[config.mk]
export PLATFORM = sky130hd
export DESIGN_NAME = calendar_date_incrementer_core
export DESIGN_NICKNAME = d
export VERILOG_FILES = /design/src/hw/rtl/cdi_pkg.sv /design/src/hw/rtl/calendar_date_incrementer_core.sv /design/src/hw/rtl/cdi_day_unit.sv
export SDC_FILE = /design/constraint.sdc
export NUM_CORES = 1
export LEC_CHECK = 0
export ABC_CLOCK_PERIOD_IN_PS = 16000
export BUFFER_PORTS_ARGS = -buffer_cell sky130_fd_sc_hd__buf_2
export CAP_MARGIN = 20
export CORE_ASPECT_RATIO = 0.8
export CORE_MARGIN = 2
export CORE_UTILIZATION = 30
export DETAILED_ROUTE_END_ITERATION = 6
export GPL_ROUTABILITY_DRIVEN = 0
export PLACE_DENSITY = 0.58
export REMOVE_ABC_BUFFERS = 1
export SETUP_SLACK_MARGIN = 0.1
export SYNTH_ARGS = -nofsm -noshare
export SYNTH_HDL_FRONTEND = slang
export SYNTH_SLANG_ARGS = --single-unit
[constraint.sdc]
create_clock -name clk -period 16 [get_ports clk]
set_input_delay 0.8 -clock clk [delete_from_list [all_inputs] [get_ports clk]]
set_output_delay 0.8 -clock clk [all_outputs]
set_load 0.005 [all_outputs]
[src/hw/rtl/cdi_pkg.sv]
// ----------------------------------------------------------------------------
// cdi_pkg: shared definitions for the calendar date incrementer
// Operation and status codes, year limits and the date record type.
// ----------------------------------------------------------------------------
package cdi_pkg;

	localparam int MONTH_W = 4;
	localparam int DAY_W   = 5;
	localparam int YEAR_W  = 12;
	localparam int OP_W    = 2;
	localparam int STAT_W  = 3;
	localparam int DCNT_W  = 16;

	localparam int MIN_YEAR   = 1900;
	localparam int MAX_YEAR   = 2100;
	localparam int COUNT_BITS = 16;
	// Bits of the day count port that take part in an add.
	localparam int CNT_W = (COUNT_BITS < DCNT_W) ? COUNT_BITS : DCNT_W;

	localparam logic [YEAR_W-1:0]  TOP_YEAR   = YEAR_W'(4095);
	localparam logic [YEAR_W-1:0]  RESET_YEAR = YEAR_W'(1900);
	localparam logic [MONTH_W-1:0] LAST_MONTH = MONTH_W'(12);
	localparam logic [MONTH_W-1:0] FIRST_MON  = MONTH_W'(1);
	localparam logic [DAY_W-1:0]   FIRST_DAY  = DAY_W'(1);
	localparam logic [DAY_W-1:0]   LAST_DEC   = DAY_W'(31);

	// Operation codes
	localparam logic [OP_W-1:0] OP_SET  = 2'd0;
	localparam logic [OP_W-1:0] OP_INC  = 2'd1;
	localparam logic [OP_W-1:0] OP_PINC = 2'd2;
	localparam logic [OP_W-1:0] OP_ADD  = 2'd3;

	// Status codes
	localparam logic [STAT_W-1:0] ST_OK        = 3'd0;
	localparam logic [STAT_W-1:0] ST_BAD_MONTH = 3'd1;
	localparam logic [STAT_W-1:0] ST_BAD_YEAR  = 3'd2;
	localparam logic [STAT_W-1:0] ST_BAD_DAY   = 3'd3;
	localparam logic [STAT_W-1:0] ST_OVERFLOW  = 3'd4;

	typedef struct packed {
		logic [MONTH_W-1:0] month;
		logic [DAY_W-1:0]   day;
		logic [YEAR_W-1:0]  year;
	} date_t;

	// What the day unit reports about the date it is given.
	typedef struct packed {
		date_t            next;
		logic [DAY_W-1:0] mlen;
		logic             at_top;
	} dstep_t;

endpackage

[src/hw/rtl/calendar_date_incrementer_core.sv]
// ----------------------------------------------------------------------------
// calendar_date_incrementer_core: Gregorian date counter
// Holds a date and sets, increments or advances it by a count of days.
// ----------------------------------------------------------------------------
// One item is in flight at a time. For a set or a single-day increment the
// result beat is offered in the next cycle. An add of N days walks the
// shared day unit once per cycle (N is at most 65535) and offers its result
// when the count runs out, or stops early with an overflow status if the
// date reaches December 31 of 4095 first. An add of zero days answers as a
// set does. Input stall stays high from acceptance until the result beat
// has been taken.
module calendar_date_incrementer_core (
	input  logic                         clk,
	input  logic                         arst_n,
	input  logic                         in_valid,
	output logic                         in_stall,
	input  logic [cdi_pkg::OP_W-1:0]     op,
	input  logic [cdi_pkg::MONTH_W-1:0]  set_month,
	input  logic [cdi_pkg::DAY_W-1:0]    set_day,
	input  logic [cdi_pkg::YEAR_W-1:0]   set_year,
	input  logic [cdi_pkg::DCNT_W-1:0]   day_count,
	output logic                         out_valid,
	input  logic                         out_stall,
	output logic [cdi_pkg::MONTH_W-1:0]  out_month,
	output logic [cdi_pkg::DAY_W-1:0]    out_day,
	output logic [cdi_pkg::YEAR_W-1:0]   out_year,
	output logic [cdi_pkg::STAT_W-1:0]   status
);

	localparam logic [1:0] S_IDLE = 2'd0;
	localparam logic [1:0] S_RUN  = 2'd1;
	localparam logic [1:0] S_DONE = 2'd2;

	logic [1:0]                      state_q;
	cdi_pkg::date_t                  cur_q;
	cdi_pkg::date_t                  res_q;
	logic [cdi_pkg::STAT_W-1:0]      stat_q;
	logic [cdi_pkg::CNT_W-1:0]       cnt_q;

	cdi_pkg::date_t                  set_date;
	cdi_pkg::date_t                  unit_in;
	cdi_pkg::dstep_t                 unit_out;
	logic                            month_ok;
	logic                            year_ok;
	logic                            day_ok;
	logic [cdi_pkg::STAT_W-1:0]      set_stat;
	logic [cdi_pkg::CNT_W-1:0]       cnt_in;
	logic                            take;

	assign set_date.month = set_month;
	assign set_date.day   = set_day;
	assign set_date.year  = set_year;
	assign cnt_in         = day_count[cdi_pkg::CNT_W-1:0];
	assign take           = in_valid && !in_stall;

	// The day unit checks the requested date during a set and steps the
	// stored date otherwise.
	assign unit_in = ((state_q == S_IDLE) && (op == cdi_pkg::OP_SET)) ? set_date : cur_q;

	cdi_day_unit u_day (
		.date (unit_in),
		.step (unit_out)
	);

	always_comb begin
		month_ok = set_month inside {[cdi_pkg::FIRST_MON:cdi_pkg::LAST_MONTH]};
		year_ok  = (set_year >= cdi_pkg::YEAR_W'(cdi_pkg::MIN_YEAR))
			&& (set_year <= cdi_pkg::YEAR_W'(cdi_pkg::MAX_YEAR));
		day_ok   = (set_day >= cdi_pkg::FIRST_DAY) && (set_day <= unit_out.mlen);
		if (!month_ok) begin
			set_stat = cdi_pkg::ST_BAD_MONTH;
		end else if (!year_ok) begin
			set_stat = cdi_pkg::ST_BAD_YEAR;
		end else if (!day_ok) begin
			set_stat = cdi_pkg::ST_BAD_DAY;
		end else begin
			set_stat = cdi_pkg::ST_OK;
		end
	end

	always_ff @(posedge clk or negedge arst_n) begin
		if (!arst_n) begin
			state_q     <= S_IDLE;
			cur_q.month <= cdi_pkg::FIRST_MON;
			cur_q.day   <= cdi_pkg::FIRST_DAY;
			cur_q.year  <= cdi_pkg::RESET_YEAR;
			res_q       <= '0;
			stat_q      <= cdi_pkg::ST_OK;
			cnt_q       <= '0;
		end else begin
			case (state_q)
				S_IDLE: begin
					if (take) begin
						state_q <= S_DONE;
						case (op)
							cdi_pkg::OP_SET: begin
								stat_q <= set_stat;
								if (set_stat == cdi_pkg::ST_OK) begin
									cur_q <= set_date;
									res_q <= set_date;
								end else begin
									res_q <= cur_q;
								end
							end
							cdi_pkg::OP_INC, cdi_pkg::OP_PINC: begin
								stat_q <= unit_out.at_top ? cdi_pkg::ST_OVERFLOW : cdi_pkg::ST_OK;
								cur_q  <= unit_out.next;
								res_q  <= (op == cdi_pkg::OP_INC) ? unit_out.next : cur_q;
							end
							default: begin
								stat_q <= cdi_pkg::ST_OK;
								res_q  <= cur_q;
								cnt_q  <= cnt_in;
								if (cnt_in != '0) begin
									state_q <= S_RUN;
								end
							end
						endcase
					end
				end
				S_RUN: begin
					if (unit_out.at_top) begin
						// The remaining days are dropped at the top date.
						stat_q  <= cdi_pkg::ST_OVERFLOW;
						res_q   <= cur_q;
						state_q <= S_DONE;
					end else begin
						cur_q <= unit_out.next;
						cnt_q <= cnt_q - cdi_pkg::CNT_W'(1);
						if (cnt_q == cdi_pkg::CNT_W'(1)) begin
							stat_q  <= cdi_pkg::ST_OK;
							res_q   <= unit_out.next;
							state_q <= S_DONE;
						end
					end
				end
				S_DONE: begin
					if (!out_stall) begin
						state_q <= S_IDLE;
					end
				end
				default: begin
					state_q <= S_IDLE;
				end
			endcase
		end
	end

	assign in_stall  = (state_q != S_IDLE);
	assign out_valid = (state_q == S_DONE);
	assign out_month = res_q.month;
	assign out_day   = res_q.day;
	assign out_year  = res_q.year;
	assign status    = stat_q;

	// An add in progress always has days left to walk.
	a_run_count: assert property (@(posedge clk) disable iff (!arst_n)
		(state_q == S_RUN) |-> (cnt_q != '0))
		else $error("add in progress with zero days left");

	// The stored date is always a legal month and day.
	a_cur_legal: assert property (@(posedge clk) disable iff (!arst_n)
		(cur_q.month >= cdi_pkg::FIRST_MON) && (cur_q.month <= cdi_pkg::LAST_MONTH)
		&& (cur_q.day >= cdi_pkg::FIRST_DAY) && (cur_q.day <= cdi_pkg::LAST_DEC))
		else $error("stored date out of range");

	// An overflow report leaves the stored date at the top date.
	a_ovf_top: assert property (@(posedge clk) disable iff (!arst_n)
		(out_valid && (status == cdi_pkg::ST_OVERFLOW)) |->
		((cur_q.year == cdi_pkg::TOP_YEAR) && (cur_q.month == cdi_pkg::LAST_MONTH)
		&& (cur_q.day == cdi_pkg::LAST_DEC)))
		else $error("overflow reported below the top date");

	// A taken beat is followed by a result or by the walk of an add.
	a_take_next: assert property (@(posedge clk) disable iff (!arst_n)
		take |=> (out_valid || (state_q == S_RUN)))
		else $error("accepted beat produced no work");

endmodule

[src/hw/rtl/cdi_day_unit.sv]
// ----------------------------------------------------------------------------
// cdi_day_unit: month length and next-day logic
// Gives the month length of a date and the date one day later (held at the top date).
// ----------------------------------------------------------------------------
module cdi_day_unit (
	input  cdi_pkg::date_t  date,
	output cdi_pkg::dstep_t step
);

	// 3113 is the inverse of 25 modulo 4096: a year is a multiple of 25
	// exactly when year * 3113 mod 4096 does not exceed 4095 / 25.
	localparam logic [cdi_pkg::YEAR_W-1:0] INV25 = cdi_pkg::YEAR_W'(3113);
	localparam logic [cdi_pkg::YEAR_W-1:0] LIM25 = cdi_pkg::YEAR_W'(4095 / 25);

	logic [cdi_pkg::YEAR_W-1:0] m25;
	logic                       div25;
	logic                       leap;
	logic                       end_of_month;
	logic [cdi_pkg::DAY_W-1:0]  mlen;
	logic                       at_top;
	cdi_pkg::date_t             next_date;

	assign m25   = cdi_pkg::YEAR_W'(date.year * INV25);
	assign div25 = (m25 <= LIM25);
	assign leap  = (date.year[1:0] == 2'b00) && (!div25 || (date.year[3:0] == 4'h0));

	always_comb begin
		case (date.month)
			4'd2: mlen = leap ? 5'd29 : 5'd28;
			4'd4, 4'd6, 4'd9, 4'd11: mlen = 5'd30;
			default: mlen = 5'd31;
		endcase
	end

	assign end_of_month = (date.day >= mlen);
	assign at_top       = end_of_month && (date.month == cdi_pkg::LAST_MONTH)
		&& (date.year == cdi_pkg::TOP_YEAR);

	always_comb begin
		next_date = date;
		if (!end_of_month) begin
			next_date.day = date.day + cdi_pkg::FIRST_DAY;
		end else if (date.month < cdi_pkg::LAST_MONTH) begin
			next_date.month = date.month + cdi_pkg::FIRST_MON;
			next_date.day   = cdi_pkg::FIRST_DAY;
		end else if (!at_top) begin
			next_date.year  = date.year + cdi_pkg::YEAR_W'(1);
			next_date.month = cdi_pkg::FIRST_MON;
			next_date.day   = cdi_pkg::FIRST_DAY;
		end
	end

	assign step = {next_date, mlen, at_top};

endmodule

# ---- Word-level counts from Yosys, hierarchy flattened
# Index checks and enable logic that the tools add are counted.
dict set report totals {
  regBits 63
  inputBits 43
  output_inout_bits 26
  word_cells 107
}
dict set report classes {
  add_sub_neg 4
  multipliers 1
  order_cmp 9
  eq_ne 18
  muxes 40
  n_reduce_logical 26
}
# op n
set ops {}
lappend ops {{$mux 21} 9}
lappend ops {{$pmux 21 s2} 4}
lappend ops {{$mux 16} 3}
lappend ops {{$pmux 16 s2} 1}
lappend ops {{$mux 12} 2}
lappend ops {{$eq 16x1->1 const B} 1}
lappend ops {{$mux 2} 8}
lappend ops {{$reduce_bool 16->1} 1}
lappend ops {{$sub 16x1->16 const B} 1}
lappend ops {{$mux 3} 5}
lappend ops {{$add 12x1->12 const B} 1}
lappend ops {{$eq 12x12->1 const B} 1}
lappend ops {{$eq 4x4->1 const B} 3}
lappend ops {{$ge 12x11->1 const B} 1}
lappend ops {{$le 12x12->1 const B} 1}
lappend ops {{$le 12x8->1 const B} 1}
lappend ops {{$mul 12x11->12 const B} 1}
lappend ops {{$pmux 3 s2} 2}
lappend ops {{$pmux 5 s2} 1}
lappend ops {{$mux 9} 1}
lappend ops {{$eq 4x3->1 const B} 2}
lappend ops {{$logic_and 1x1->1} 8}
lappend ops {{$ne 2x2->1 const B} 4}
lappend ops {{$reduce_and 4->1} 2}
lappend ops {{27 further kinds} 34}

# ---- Depth between registers and ports, before layout
# Gate-level depths: netlist of the first run.
dict set report logic_depth {
  ltp_word 20
  depth_mapped 30
  ltp_nobuf 27
}

# ---- By module
# Synthesis of the first run repeated with hierarchy kept, for this count alone.
dict set report hier_totals {
  cells_unflattened 855
  area_unflattened_um2 6575.1
}
# module instances cells_per_inst area_each_um2 seq_area_each_um2
set by_module_without_submodules {}
lappend by_module_without_submodules {calendar_date_incrementer_core 1 671 5168.7 1587.8}
lappend by_module_without_submodules {cdi_day_unit 1 184 1406.3 0.0}

# ---- Worst setup path after synthesis of the first run
# OpenSTA, ideal clock, no wires.
dict set report synth_timing {
  path_kind {in2reg}
  startpoint {in op[1] (netlist bit)}
  endpoint {reg res_q, in the netlist out_year[6]}
  setup_time_ns 0.127
  t_arrival_ns 6.710
  required_ns 15.873
  slack_ns 9.163
  path_stages 30
  n_path_buf 4
  path_cell_list {inv_1 -> ha_1 -> or3b_1 -> buf_6 -> buf_2 -> buf_1 -> mux2i_1 -> inv_1 -> ha_1 -> fa_1 -> ha_1 -> ha_1 -> a21oi_1 -> nor2_1 -> nor2_1 -> o21ai_0 -> o21ai_0 -> a2111oi_0 -> and3_1 -> a221oi_1 -> ha_1 -> nand2b_1 -> a221oi_1 -> or3_1 -> or2_2 -> a21o_1 -> clkbuf_1 -> a22o_1 -> a221oi_1 -> nor2_1}
}
dict set report synth_via {
  elab_chain_len 20
  elab_cells_between_ends 46
  classes_between {add/sub (1); mul (1); order compare (4); eq/ne (10); mux (16); reduce/logical (14)}
}
# element line
set synth_lines {}
lappend synth_lines {{start: declaration} calendar_date_incrementer_core.sv:17} ;# input logic [cdi_pkg::OP_W-1:0] op,
lappend synth_lines {{$logic_not 2->1} {calendar_date_incrementer_core.sv:58, calendar_date_incrementer_core.sv:95}}
lappend synth_lines {{$logic_and 1x1->1} calendar_date_incrementer_core.sv:58} ;# assign unit_in = ((state_q == S_IDLE) && (op == cdi_pkg::OP_SET)) ? set_date : cur_q;
lappend synth_lines {{$mux 21} calendar_date_incrementer_core.sv:58}
lappend synth_lines {{$mul 12x11->12} cdi_day_unit.sv:23} ;# assign m25 = cdi_pkg::YEAR_W'(date.year * INV25);
lappend synth_lines {{$le 12x8->1} cdi_day_unit.sv:24} ;# assign div25 = (m25 <= LIM25);
lappend synth_lines {{$logic_not 1->1} cdi_day_unit.sv:25} ;# assign leap = (date.year[1:0] == 2'b00) && (!div25 || (date.year[3:0] == 4'h0));
lappend synth_lines {{$logic_or 1x1->1} cdi_day_unit.sv:25}
lappend synth_lines {{$logic_and 1x1->1} cdi_day_unit.sv:25}
lappend synth_lines {{(+4 left out)} --}
lappend synth_lines {{$mux 2 / $logic_and 1x1->1 (equally long branches)} {calendar_date_incrementer_core.sv:74, cdi_day_unit.sv:37}}
lappend synth_lines {{$mux 2 / $mux 21 (equally long branches)} {calendar_date_incrementer_core.sv:72, cdi_day_unit.sv:46}}
lappend synth_lines {{$mux 3 / $mux 12 (equally long branches)} {calendar_date_incrementer_core.sv:70, cdi_day_unit.sv:43}}
lappend synth_lines {{$logic_not 3->1 / $mux 12 (equally long branches)} {calendar_date_incrementer_core.sv:98, cdi_day_unit.sv:41}}
lappend synth_lines {{$mux 21, on equally long branches} {calendar_date_incrementer_core.sv:98, calendar_date_incrementer_core.sv:108}}
lappend synth_lines {{$pmux 21 s2} calendar_date_incrementer_core.sv:95} ;# case (op)
lappend synth_lines {{$mux 21} calendar_date_incrementer_core.sv:93} ;# if (take) begin
lappend synth_lines {{$pmux 21 s2} calendar_date_incrementer_core.sv:91} ;# case (state_q)
lappend synth_lines {{end signal: assignment} calendar_date_incrementer_core.sv:100} ;# res_q <= set_date;
lappend synth_lines {{end signal: assignment} calendar_date_incrementer_core.sv:102} ;# res_q <= cur_q;
lappend synth_lines {{end signal: assignment} calendar_date_incrementer_core.sv:108} ;# res_q <= (op == cdi_pkg::OP_INC) ? unit_out.next : cur_q;
lappend synth_lines {{end: declaration} calendar_date_incrementer_core.sv:36} ;# cdi_pkg::date_t res_q;
# Parallel ways exist; a longest one is shown, timed or not. The select of a mux whose other input is x is not followed.
# A chain may end at the register's enable or synchronous reset.

# ---- Final worst setup path of the first run
dict set report layout_timing {
  startpoint {in op[1] (netlist bit)}
  endpoint {reg res_q, in the netlist out_day[2]}
}
dict set report layout_via {
  elab_chain_len 20
  elab_cells_between_ends 46
  classes_between {add/sub (1); mul (1); order compare (4); eq/ne (10); mux (16); reduce/logical (14)}
}
# element line
set layout_lines {}
lappend layout_lines {{$logic_not 2->1} {calendar_date_incrementer_core.sv:58, calendar_date_incrementer_core.sv:95}}
lappend layout_lines {{$logic_and 1x1->1} calendar_date_incrementer_core.sv:58}
lappend layout_lines {{$mux 21} calendar_date_incrementer_core.sv:58}
lappend layout_lines {{$mul 12x11->12} cdi_day_unit.sv:23}
lappend layout_lines {{$le 12x8->1} cdi_day_unit.sv:24}
lappend layout_lines {{$logic_not 1->1} cdi_day_unit.sv:25}
lappend layout_lines {{$logic_or 1x1->1} cdi_day_unit.sv:25}
lappend layout_lines {{$logic_and 1x1->1} cdi_day_unit.sv:25}
lappend layout_lines {{(+4 left out)} --}
lappend layout_lines {{$mux 2 / $logic_and 1x1->1 (equally long branches)} {calendar_date_incrementer_core.sv:74, cdi_day_unit.sv:37}}
lappend layout_lines {{$mux 2 / $mux 21 (equally long branches)} {calendar_date_incrementer_core.sv:72, cdi_day_unit.sv:46}}
lappend layout_lines {{$mux 3 / $mux 9 (equally long branches)} {calendar_date_incrementer_core.sv:70, cdi_day_unit.sv:43}}
lappend layout_lines {{$logic_not 3->1 / $mux 5 (equally long branches)} {calendar_date_incrementer_core.sv:98, cdi_day_unit.sv:41}}
lappend layout_lines {{$mux 21, on equally long branches} {calendar_date_incrementer_core.sv:98, calendar_date_incrementer_core.sv:108}}
lappend layout_lines {{$pmux 21 s2} calendar_date_incrementer_core.sv:95}
lappend layout_lines {{$mux 21} calendar_date_incrementer_core.sv:93}
lappend layout_lines {{$pmux 21 s2} calendar_date_incrementer_core.sv:91}
# Parallel ways exist; a longest one is shown, timed or not. The select of a mux whose other input is x is not followed.

==> results of run 1 <==
flip-flops by register name, summed over array words and instances, names as in the netlist:
| signal | count |
|---|---|
| state_q | 2 |
| out_month | 4 |
| cur_q | 21 |
| cnt_q | 16 |
| out_day | 5 |
| out_year | 12 |
| status | 3 |
routing by layer:
| metal | part of all wire | up-vias | wire, um |
|---|---|---|---|
| li1 | - | 2882 | - |
| met1 | 0.48 | 2855 | 10200 |
| met2 | 0.40 | 305 | 8630 |
| met3 | 0.10 | 36 | 2170 |
| met4 | 0.017 | 0 | 372 |
| met5 | 0 | - | 0 |
area by class of cell:
cell class	instances	share of cell area
inverters	27	0.0151
well taps	258	0.0482
flip-flops and latches	63	0.237
clock inverters	4	0.00711
multi-input cells	626	0.597
repair buffers	75	0.0587
clock buffers	12	0.0368
worst max path at each step:
stage / end / slack (ns) / cells after the start
after detailed placement: out_day[2]$_DFFE_PN0P_ / 7.51 / 28
final: out_day[2]$_DFFE_PN0P_ / 7.75 / 28
after CTS: out_day[2]$_DFFE_PN0P_ / 7.84 / 28
after global placement: out_day[2]$_DFFE_PN0P_ / 7.81 / 28
after global routing: out_day[2]$_DFFE_PN0P_ / 7.13 / 28
after floorplan: cur_q[10]$_DFFE_PN1P_ / 8.86 / 26
critical path, cell delays in order:
cell and delay, ns:
buf_2 0.12, inv_1 0.07, ha_1 0.55, nor3b_4 0.28, buf_4 0.32, mux2i_1 0.45
inv_1 0.16, xnor2_1 0.26, fa_1 0.46, ha_1 0.36, fa_1 0.46, a21oi_1 0.15
nor2_1 0.05, nor2_1 0.16, o21ai_0 0.10, o21ai_0 0.08, a2111oi_0 0.09, and3_1 0.22
a221oi_1 0.46, ha_1 0.31, nand2b_1 0.16, a21o_1 0.21, nand2_1 0.42, nor2_4 0.14
o21a_1 0.38, nor2_2 0.86, or3_1 0.21, o2111ai_1 0.11
per-stage QoR:
step | instance area (sq um) | cells | util
after floorplan | 5680 | 716 | -
after global placement | 6400 | 1049 | 0.335
after detailed placement | 6400 | 1049 | 0.335
after CTS | 6690 | 1065 | 0.351
after global routing | 6690 | 1065 | 0.351
final | 6690 | 1065 | 0.351
cells by family after synthesis:
family,Yosys count,share of synthesized area
AO/OA/AOI/OAI,250,0.273
XOR/XNOR,23,0.0343
adder cells (fa/ha/maj),41,0.0951
buffers and inverters,68,0.0499
flip-flops,63,0.270
multiplexers,25,0.0435
AND/OR/NAND/NOR,287,0.234
cell usage in the layout, fill, tap and decap left out, drive strengths merged, types with 17 or more instances in the layout:
| master | n |
|---|---|
| nor2 | 84 |
| a21oi | 66 |
| o21ai | 67 |
| xnor2 | 17 |
| buf | 75 |
| nand3 | 26 |
| nor3 | 22 |
| inv | 27 |
| ha | 35 |
| nand2 | 92 |
| o22ai | 18 |
| mux2i | 21 |
| dfrtp | 54 |
power groups by stage:
stage               sequential [mW]  combinational, mW  clock, mW
floorplan                     0.303              0.784          0
global placement              0.333               1.06          0
detailed placement            0.331               1.07          0
CTS                           0.330               1.08      0.202
global route                  0.344               1.21      0.208
finish                        0.334               1.09      0.198
==> flow_summary_export.csv, run 1 <==
group,metric,value,unit
setup_path,crit_type,"input port to flop",
grt,gr-usage-all-layers,0.209,
setup_path,regToRegStartpoint,"state_q[1]$_DFFE_PN0P_",
timing,finClkSkew,0.0103,ns
pwr,power.switching,0.806,mW
synth,post-synth-top-area-fraction,0.230,
timing,whs,0.467,ns
synth,yosys_warnings,0,
synth,yosysUniqueCellTypes,74,
pwr,p_comb_frac,0.671,
grt,antenna_found_initial,0,
floorplanning,start_util,0.308,
synth,synth.ff_latch_count,63,
synth,synth_largest_area_cell,"dfrtp_1",
clock_tree,numCtsBuffers,9,
setup_path,startpoint_type,"input port",
cells_and_area,regArea,0.00159,sq mm
timing,relSlewSlack,0.298,
grt,grt-ovfl-total,0,
cells_and_area,antenna_cells,0,
setup_path,cp-startpoint,"op[1]",
floorplanning,rows,45,
floorplanning,die-area,0.0207,sq mm
setup_path,cp.arrival,8.43,ns
timing,setup_viol_count_final,0,
min_path,hold_path_end,"status[0]$_DFFE_PN0P_",
pwr,p_int,0.814,mW
synth,synth_enable_flop_cells,0,
pwr,total_power,1.62,mW
grt,grt_max_degree,64,
clock_tree,post-cts-setup-buffers,0,
setup_path,end_kind,"flop",
pwr,seqPwrFrac,0.207,
route,num_vias,6078,
pwr,powerDensity,242,mW/mm^2
clock_tree,cts_resized,0,
pwr,leakage,2.88,nW
clock_tree,cts_hold_buffers,0,
grt,grt_use_met1,0.312,
clock_tree,cts_tree,"yes",
floorplanning,num_io_pins,69,
grt,grt_util_met2,0.296,
cells_and_area,fillers,2050,
timing,post-route-period-util,0.516,
run_status,outcome,"complete, no violations",
place,port_buffers,68,
route,routed_via_density,5.71,
synth,synth_flop_cell,"dfrtp_1",
setup_path,worstPathRequired,16.18,ns
min_path,min-delay-start,"status[0]$_DFFE_PN0P_",
clock_tree,clock_sinks,63,
timing,fin_tns_setup,0,ns
cells_and_area,drive_gt1_frac,0.151,
place,place_hpwl,15800,um
floorplanning,die_height,129,um
clock_tree,cts-root-buf,"clkbuf_16",
setup_path,reg2reg_depth,25,
setup_path,crit_fanout,26,
synth,synth.most_common_cell,"nand2_1",
route,drt-wirelength-per-cell,20.1,um
setup_path,r2r-end,"out_day[2]$_DFFE_PN0P_",
min_path,holdPathStages,2,
grt,grt_most_used_layer,"met1",
cells_and_area,num-nets-final,886,
synth,ys_seq_area_frac,0.270,
timing,final_hold_viol_count,0,
timing,setup_slack,7.75,ns
setup_path,reg2reg_slack,8.48,ns
route,drt_iter0_markers,633,
synth,synthTopCellsByArea,"dfrtp_1, ha_1, nand2_1",
timing,drv_slew,0,
route,wl,21400,um
run,drv_cap,0,
place,place_ws,7.51,ns
timing,rsz0062_at_grt,"false",
grt,grt_pass1_vias,5707,
floorplanning,coreArea,0.0191,sq mm
synth,async_flop_share,1.00,
synth,synth_area_per_cell,7.76,sq um
synth,syn_area,0.00587,sq mm
timing,timing.final.crit_period,8.25,ns
min_path,min_path_type,"flop to flop",
clock_tree,clkLatencyLatePin,0.34,ns
route,ant_nets,0,
route,firstDrtPassIters,6,
synth,synthTopCellsByCount,"nand2_1, nor2_1, a21oi_1, o21ai_0, dfrtp_1",
pwr,p_clk_frac,0.122,
grt,grt_use_met3,0.0567,
route,drc,0,
cells_and_area,multi_input_area,0.00399,sq mm
timing,worst_pin_slew,1.05,ns
cells_and_area,area_growth,14.0,%
clock_tree,htree_levels,3,
pwr,vdd_drop_max,0.110,mV
grt,grt_pass1_wl,33700,um
pwr,netSwitchingFraction,0.498,
synth,syn_inst,757,
clock_tree,path_clk_slew,0.06,ns
floorplanning,die_x,160,um
timing,fmax,121,MHz
clock_tree,cts.path.max_buffers,2,
No activity file was read; power rests on OpenSTA's default activity.
==> run 2, diff against run 1 <==
--- a/config.mk
+++ b/config.mk
@@ -5,7 +5,8 @@
 export SDC_FILE = /design/constraint.sdc
 export NUM_CORES = 1
 export LEC_CHECK = 0
-export ABC_CLOCK_PERIOD_IN_PS = 16000
+export ABC_AREA = 1
+export ABC_CLOCK_PERIOD_IN_PS = 6900
 export BUFFER_PORTS_ARGS = -buffer_cell sky130_fd_sc_hd__buf_2
 export CAP_MARGIN = 20
 export CORE_ASPECT_RATIO = 0.8
@@ -13,7 +14,7 @@
 export CORE_UTILIZATION = 30
 export DETAILED_ROUTE_END_ITERATION = 6
 export GPL_ROUTABILITY_DRIVEN = 0
-export PLACE_DENSITY = 0.58
+export PLACE_DENSITY = 0.59
 export REMOVE_ABC_BUFFERS = 1
 export SETUP_SLACK_MARGIN = 0.1
 export SYNTH_ARGS = -nofsm -noshare
==> constraint.sdc (replaced) <==
create_clock -name clk -period 6.9 [get_ports clk]
set_input_delay 0.345 -clock clk [delete_from_list [all_inputs] [get_ports clk]]
set_output_delay 0.345 -clock clk [all_outputs]
set_load 0.005 [all_outputs]
==> run 2 against run 1 <==
  * Final cell count increased by 25%
  * Clock skew shrank 0.0034 ns
  * Sequential share of layout area down 2.3 points
  * Sequential power is 110% higher
  * Area after synthesis grew 11%
  * Total power increased by 150%
  * Final area increased by 11%
  * Via count up 15%
  * Routed wire length increased by 2.6%
  * Global-route usage shrank 1.6 points
  * Combinational power rose to 2.6 times the previous value
==> flow_summary_export.csv, run 2 <==
group,metric,value,unit
timing,setup_slack,0.694,ns
synth,syn_inst,1005,
synth,ys_seq_area_frac,0.243,
floorplanning,rows,48,
route,drt-wirelength-per-cell,16.4,um
clock_tree,htree_levels,3,
timing,final_hold_viol_count,0,
timing,setup_viol_count_final,0,
timing,whs,0.203,ns
floorplanning,die-area,0.0230,sq mm
route,drt_iter0_markers,841,
pwr,vdd_drop_max,0.264,mV
timing,relSlewSlack,0.252,
grt,grt-ovfl-total,0,
timing,fmax,161,MHz
clock_tree,cts_tree,"yes",
timing,worst_pin_slew,1.12,ns
min_path,min_path_type,"input port to asynchronous set/reset pin",
setup_path,crit_type,"input port to flop",
setup_path,startpoint_type,"input port",
floorplanning,start_util,0.304,
route,ant_nets,0,
synth,synth_flop_cell,"dfrtp_1",
grt,gr-usage-all-layers,0.192,
setup_path,crit_fanout,31,
pwr,total_power,3.99,mW
cells_and_area,antenna_cells,0,
pwr,leakage,3.62,nW
grt,grt_pass1_wl,34900,um
floorplanning,num_io_pins,69,
floorplanning,die_height,136,um
synth,async_flop_share,1.00,
synth,synth.most_common_cell,"nand2_1",
synth,syn_area,0.00653,sq mm
floorplanning,die_x,169,um
cells_and_area,top_register,"cur_q",
timing,rsz0062_at_grt,"false",
place,port_buffers,68,
timing,fin_tns_setup,0,ns
synth,synth_area_per_cell,6.50,sq um
clock_tree,numCtsBuffers,9,
run,drv_cap,0,
cells_and_area,final_common_cell,"nand2_1",
route,firstDrtPassIters,5,
place,place_hpwl,15800,um
grt,grt_max_degree,64,
clock_tree,clock_sinks,63,
setup_path,worstPathRequired,7.17,ns
setup_path,regToRegStartpoint,"state_q[0]$_DFFE_PN0P_",
synth,yosysUniqueCellTypes,52,
synth,synth.ff_latch_count,63,
setup_path,reg2reg_depth,33,
run_status,outcome,"complete, no violations",
clock_tree,cts_hold_buffers,0,
cells_and_area,largest_reg_flops,21,
synth,yosys_warnings,0,
place,place_ws,0.287,ns
pwr,powerDensity,540,mW/mm^2
route,routed_via_density,5.24,
clock_tree,cts-root-buf,"clkbuf_16",
grt,antenna_found_initial,0,
synth,synth_largest_area_cell,"dfrtp_1",
clock_tree,cts.path.max_buffers,2,
setup_path,slowest_delay,0.49,ns
timing,post-route-period-util,0.899,
clock_tree,path_clk_slew,0.06,ns
timing,drv_slew,0,
timing,timing.final.crit_period,6.21,ns
route,drc,0,
setup_path,reg2reg_slack,0.73,ns
setup_path,cp.arrival,6.47,ns
place,place_area,0.00709,sq mm
floorplanning,coreArea,0.0215,sq mm
route,num_vias,6994,
route,wl,21900,um
clock_tree,clkLatencyLatePin,0.34,ns
cells_and_area,layout.cells.most_common_list,"nand2_1, inv_1, nand3_1",
cells_and_area,area_growth,13.2,%
setup_path,end_kind,"flop",
cells_and_area,num-nets-final,1139,
synth,synthTopCellsByArea,"dfrtp_1, nand2_1, inv_1",
synth,synth_enable_flop_cells,0,
timing,finClkSkew,0.00689,ns
synth,post-synth-top-area-fraction,0.207,
setup_path,r2r-end,"out_year[2]$_DFFE_PN0P_",
setup_path,crit_top_cell,"nand2_1",
cells_and_area,finalInstanceArea,0.00740,sq mm
setup_path,slowest_stage,"fa_1",
grt,grt_pass1_vias,6416,
synth,synthTopCellsByCount,"nand2_1, inv_1, nand3_1, nor2_1, o21ai_0",
cells_and_area,drive_gt1_frac,0.152,
[run 2: changes by cell type in the layout (fill, tap and decap cells not counted), moves of 12 or more]
cell and delta:
inv_1 +110, mux2i_1 -21, nand2_1 +141, nand3_1 +57, nand4_1 +13, nor3_1 -12
o21ai_0 +17, xnor2_1 -12
[run 2: cell type report]
type	count	area (sq um)
multi-input cells	750	4170
clock inverters	6	37.5
inverters	147	564
clock buffers	10	229
well taps	275	344
flip-flops and latches	63	1590
repair buffers	84	460
fillers	2335	14100
[run 2: per-stage QoR]
stage / std cells / utilization
final: 1335 / 0.344
after detailed placement: 1316 / 0.330
after global routing: 1335 / 0.344
after floorplan: 960 / -
after global placement: 1316 / 0.330
after CTS: 1332 / 0.342
[run 2: how the worst max path moves through the flow]
stage,start,end,cells after the start
after floorplan,op[1],out_month[0]$_DFFE_PN0P_,30
after global placement,op[1],out_month[3]$_DFFE_PN0P_,35
after detailed placement,op[1],out_year[8]$_DFFE_PN0P_,35
after CTS,state_q[1]$_DFFE_PN0P_,out_month[3]$_DFFE_PN0P_,33
after global routing,op[1],out_year[7]$_DFFE_PN0P_,37
final,op[1],out_year[2]$_DFFE_PN0P_,35
[run 2: worst max-delay path: cells and delay by family]
kind                     cells  cell delay (ns)
XOR/XNOR                     1             0.15
AO/OA/AOI/OAI                8             1.36
adder cells (fa/ha/maj)      6             2.29
buffers and inverters        6             0.58
AND/OR/NAND/NOR             14             1.71
[run 2: routing by layer]
| layer | up-vias | global-route usage | part of all wire |
|---|---|---|---|
| met2 | 328 | 0.272 | 0.40 |
| li1 | 3423 | - | - |
| met1 | 3213 | 0.296 | 0.49 |
| met5 | - | 0 | 0 |
| met4 | 0 | 0.0446 | 0.014 |
| met3 | 30 | 0.0378 | 0.095 |
[run 2: power breakdown]
| part | internal (mW) | switching, mW |
|---|---|---|
| clock network | 0.241 | 0.181 |
| registers | 0.577 | 0.133 |
| logic | 1.05 | 1.81 |
[run 2: logic make-up (layout without fill, tap and decap cells)]
family                     Yosys count  in the layout  synth area share
xor gates and xnor gates            17             17            0.0239
adders and majority gates           41             41            0.0854
AOI/OAI and AO/OA                  233            233             0.211
buffers and inverters              192            247             0.121
and+or+nand+nor                    459            459             0.315
DFF                                 63             63             0.243
[run 2: repair_timing]
action / CTS / global route
resized for setup: 0 / 5
setup buffers: 0 / 3
hold endpoints to repair: 0 / 0
setup endpoints to repair: 0 / 21
==> run 3, diff against run 2 <==
--- a/config.mk
+++ b/config.mk
@@ -11,10 +11,10 @@
 export CAP_MARGIN = 20
 export CORE_ASPECT_RATIO = 0.8
 export CORE_MARGIN = 2
-export CORE_UTILIZATION = 30
+export CORE_UTILIZATION = 52
 export DETAILED_ROUTE_END_ITERATION = 6
 export GPL_ROUTABILITY_DRIVEN = 0
-export PLACE_DENSITY = 0.59
+export PLACE_DENSITY = 0.86
 export REMOVE_ABC_BUFFERS = 1
 export SETUP_SLACK_MARGIN = 0.1
 export SYNTH_ARGS = -nofsm -noshare
==> run 3 against run 2 <==
  * Routed wire length down 7.9%
  * Via count increased by 4.8%
  * Final cell count down 8.0%
  * Critical path depth is 3 lower
  * Worst setup slack got worse by 0.022 ns
  * Clock-buffer cell count rose by 2
  * First-iteration DRC count is 17% higher
  * Utilization grew 25 points
  * Critical endpoint is now out_year[1]$_DFFE_PN0P_
  * Largest cell class unchanged
  * Highest routed layer unchanged
==> flow_summary_export.csv, run 3 (synthesis gave the netlist of run 2 again) <==
group,metric,value,unit
cells_and_area,largest_reg_flops,21,
route,drt-wirelength-per-cell,16.5,um
cells_and_area,multi_input_area,0.00417,sq mm
grt,grt_max_degree,64,
cells_and_area,fillers,1130,
setup_path,startpoint_type,"flop",
place,place_inst,1212,
timing,post-route-period-util,0.903,
grt,grt_most_used_layer,"met2",
timing,timing.final.crit_period,6.23,ns
pwr,power.switching,2.11,mW
timing,setup_viol_count_final,0,
route,drt_iter0_markers,984,
route,routed_via_density,5.97,
pwr,netSwitchingFraction,0.522,
cells_and_area,regArea,0.00159,sq mm
setup_path,slowest_delay,0.48,ns
clock_tree,cts_tree,"yes",
setup_path,reg2reg_depth,32,
floorplanning,rows,36,
cells_and_area,area_growth,11.5,%
cells_and_area,drive_gt1_frac,0.148,
clock_tree,clkLatencyLatePin,0.35,ns
grt,grt_use_met1,0.426,
floorplanning,num_io_pins,69,
grt,antenna_found_initial,0,
route,drc,0,
cells_and_area,finalInstanceArea,0.00729,sq mm
setup_path,worstPathRequired,7.12,ns
floorplanning,die_x,129,um
grt,grt_pass1_vias,6788,
pwr,p_clk_frac,0.125,
timing,rsz0062_at_grt,"false",
setup_path,cp.arrival,6.45,ns
floorplanning,die_height,104,um
timing,whs,0.181,ns
cells_and_area,final_common_cell,"nand2_1",
floorplanning,start_util,0.535,
cells_and_area,num-nets-final,1136,
clock_tree,cts_resized,0,
run,drv_cap,0,
clock_tree,htree_levels,3,
timing,final_hold_viol_count,0,
cells_and_area,antenna_cells,0,
setup_path,crit_fanout,24,
pwr,seqPwrFrac,0.176,
cells_and_area,fin_cells,1228,
route,wl,20200,um
place,place_area,0.00696,sq mm
grt,grt_pass1_wl,33300,um
timing,worst_pin_slew,1.07,ns
grt,gr-usage-all-layers,0.308,
timing,drv_slew,0,
pwr,p_int,1.93,mW
clock_tree,path_clk_slew,0.06,ns
timing,finClkSkew,0.0167,ns
pwr,p_comb_frac,0.699,
floorplanning,coreArea,0.0122,sq mm
cells_and_area,layout.cells.most_common_list,"nand2_1, inv_1, nand3_1",
place,place_ws,0.616,ns
cells_and_area,final_core_util,0.597,
cells_and_area,top_register,"cur_q",
timing,relSlewSlack,0.288,
setup_path,regToRegStartpoint,"state_q[1]$_DFFE_PN0P_",
grt,grt-ovfl-total,0,
setup_path,end_kind,"flop",
route,ant_nets,0,
min_path,min_path_type,"input port to asynchronous set/reset pin",
grt,grt_use_met3,0.0808,
grt,grt_util_met2,0.458,
run_status,outcome,"complete, no violations",
setup_path,slowest_stage,"fa_1",
floorplanning,die-area,0.0135,sq mm
timing,fin_tns_setup,0,ns
clock_tree,cts-root-buf,"clkbuf_16",
setup_path,r2r-end,"out_year[1]$_DFFE_PN0P_",
pwr,powerDensity,555,mW/mm^2
setup_path,crit_top_cell,"nand2_1",
timing,setup_slack,0.672,ns
pwr,total_power,4.04,mW
timing,fmax,161,MHz
setup_path,reg2reg_slack,0.67,ns
route,num_vias,7327,
place,place_hpwl,13900,um
pwr,leakage,3.63,nW
clock_tree,cts_hold_buffers,0,
clock_tree,post-cts-setup-buffers,0,
setup_path,crit_type,"flop to flop",
clock_tree,cts.path.max_buffers,2,
route,firstDrtPassIters,6,
clock_tree,numCtsBuffers,9,
clock_tree,clock_sinks,63,
pwr,vdd_drop_max,0.214,mV
place,port_buffers,68,
==> run 3: metal layers <==
| layer | wire length (um) | vias to the layer above |
|---|---|---|
| li1 | - | 3426 |
| met1 | 8230 | 3283 |
| met2 | 8600 | 516 |
| met3 | 2620 | 102 |
| met4 | 754 | 0 |
| met5 | 0 | - |
==> run 3: cell type report <==
cell class,count,share of cell area
multi-input cells,750,0.572
flip-flops and latches,63,0.218
inverters,147,0.0768
repair buffers,81,0.0601
clock buffers,12,0.0338
well taps,171,0.0294
clock inverters,4,0.00962
==> run 3: worst max-delay path by stage <==
stage	cells after the start	slack, ns	startpoint	endpoint
floorplan	30	0.24	op[1]	out_month[0]$_DFFE_PN0P_
global placement	35	0.84	op[0]	out_month[3]$_DFFE_PN0P_
detailed placement	35	0.62	op[0]	out_month[3]$_DFFE_PN0P_
CTS	33	0.59	state_q[1]$_DFFE_PN0P_	out_month[3]$_DFFE_PN0P_
global route	33	0.13	state_q[1]$_DFFE_PN0P_	out_month[3]$_DFFE_PN0P_
finish	32	0.67	state_q[1]$_DFFE_PN0P_	out_year[1]$_DFFE_PN0P_
==> run 3: power groups by stage <==
stage	logic, mW	registers, mW	clock network, mW
after floorplan	2.09	0.683	0
final	2.82	0.713	0.505
after CTS	2.78	0.707	0.503
after global placement	2.67	0.708	0
after detailed placement	2.74	0.708	0
after global routing	3.20	0.732	0.519
==> run 3: critical path, delay by kind of cell, from the launching register on <==
family                     cells  cell delay, ns
xor gates and xnor gates       1            0.14
DFF                            1            0.43
and+or+nand+nor               18            2.38
buffers and inverters          1            0.06
adders and majority gates      5            1.79
AOI/OAI and AO/OA              7            1.30
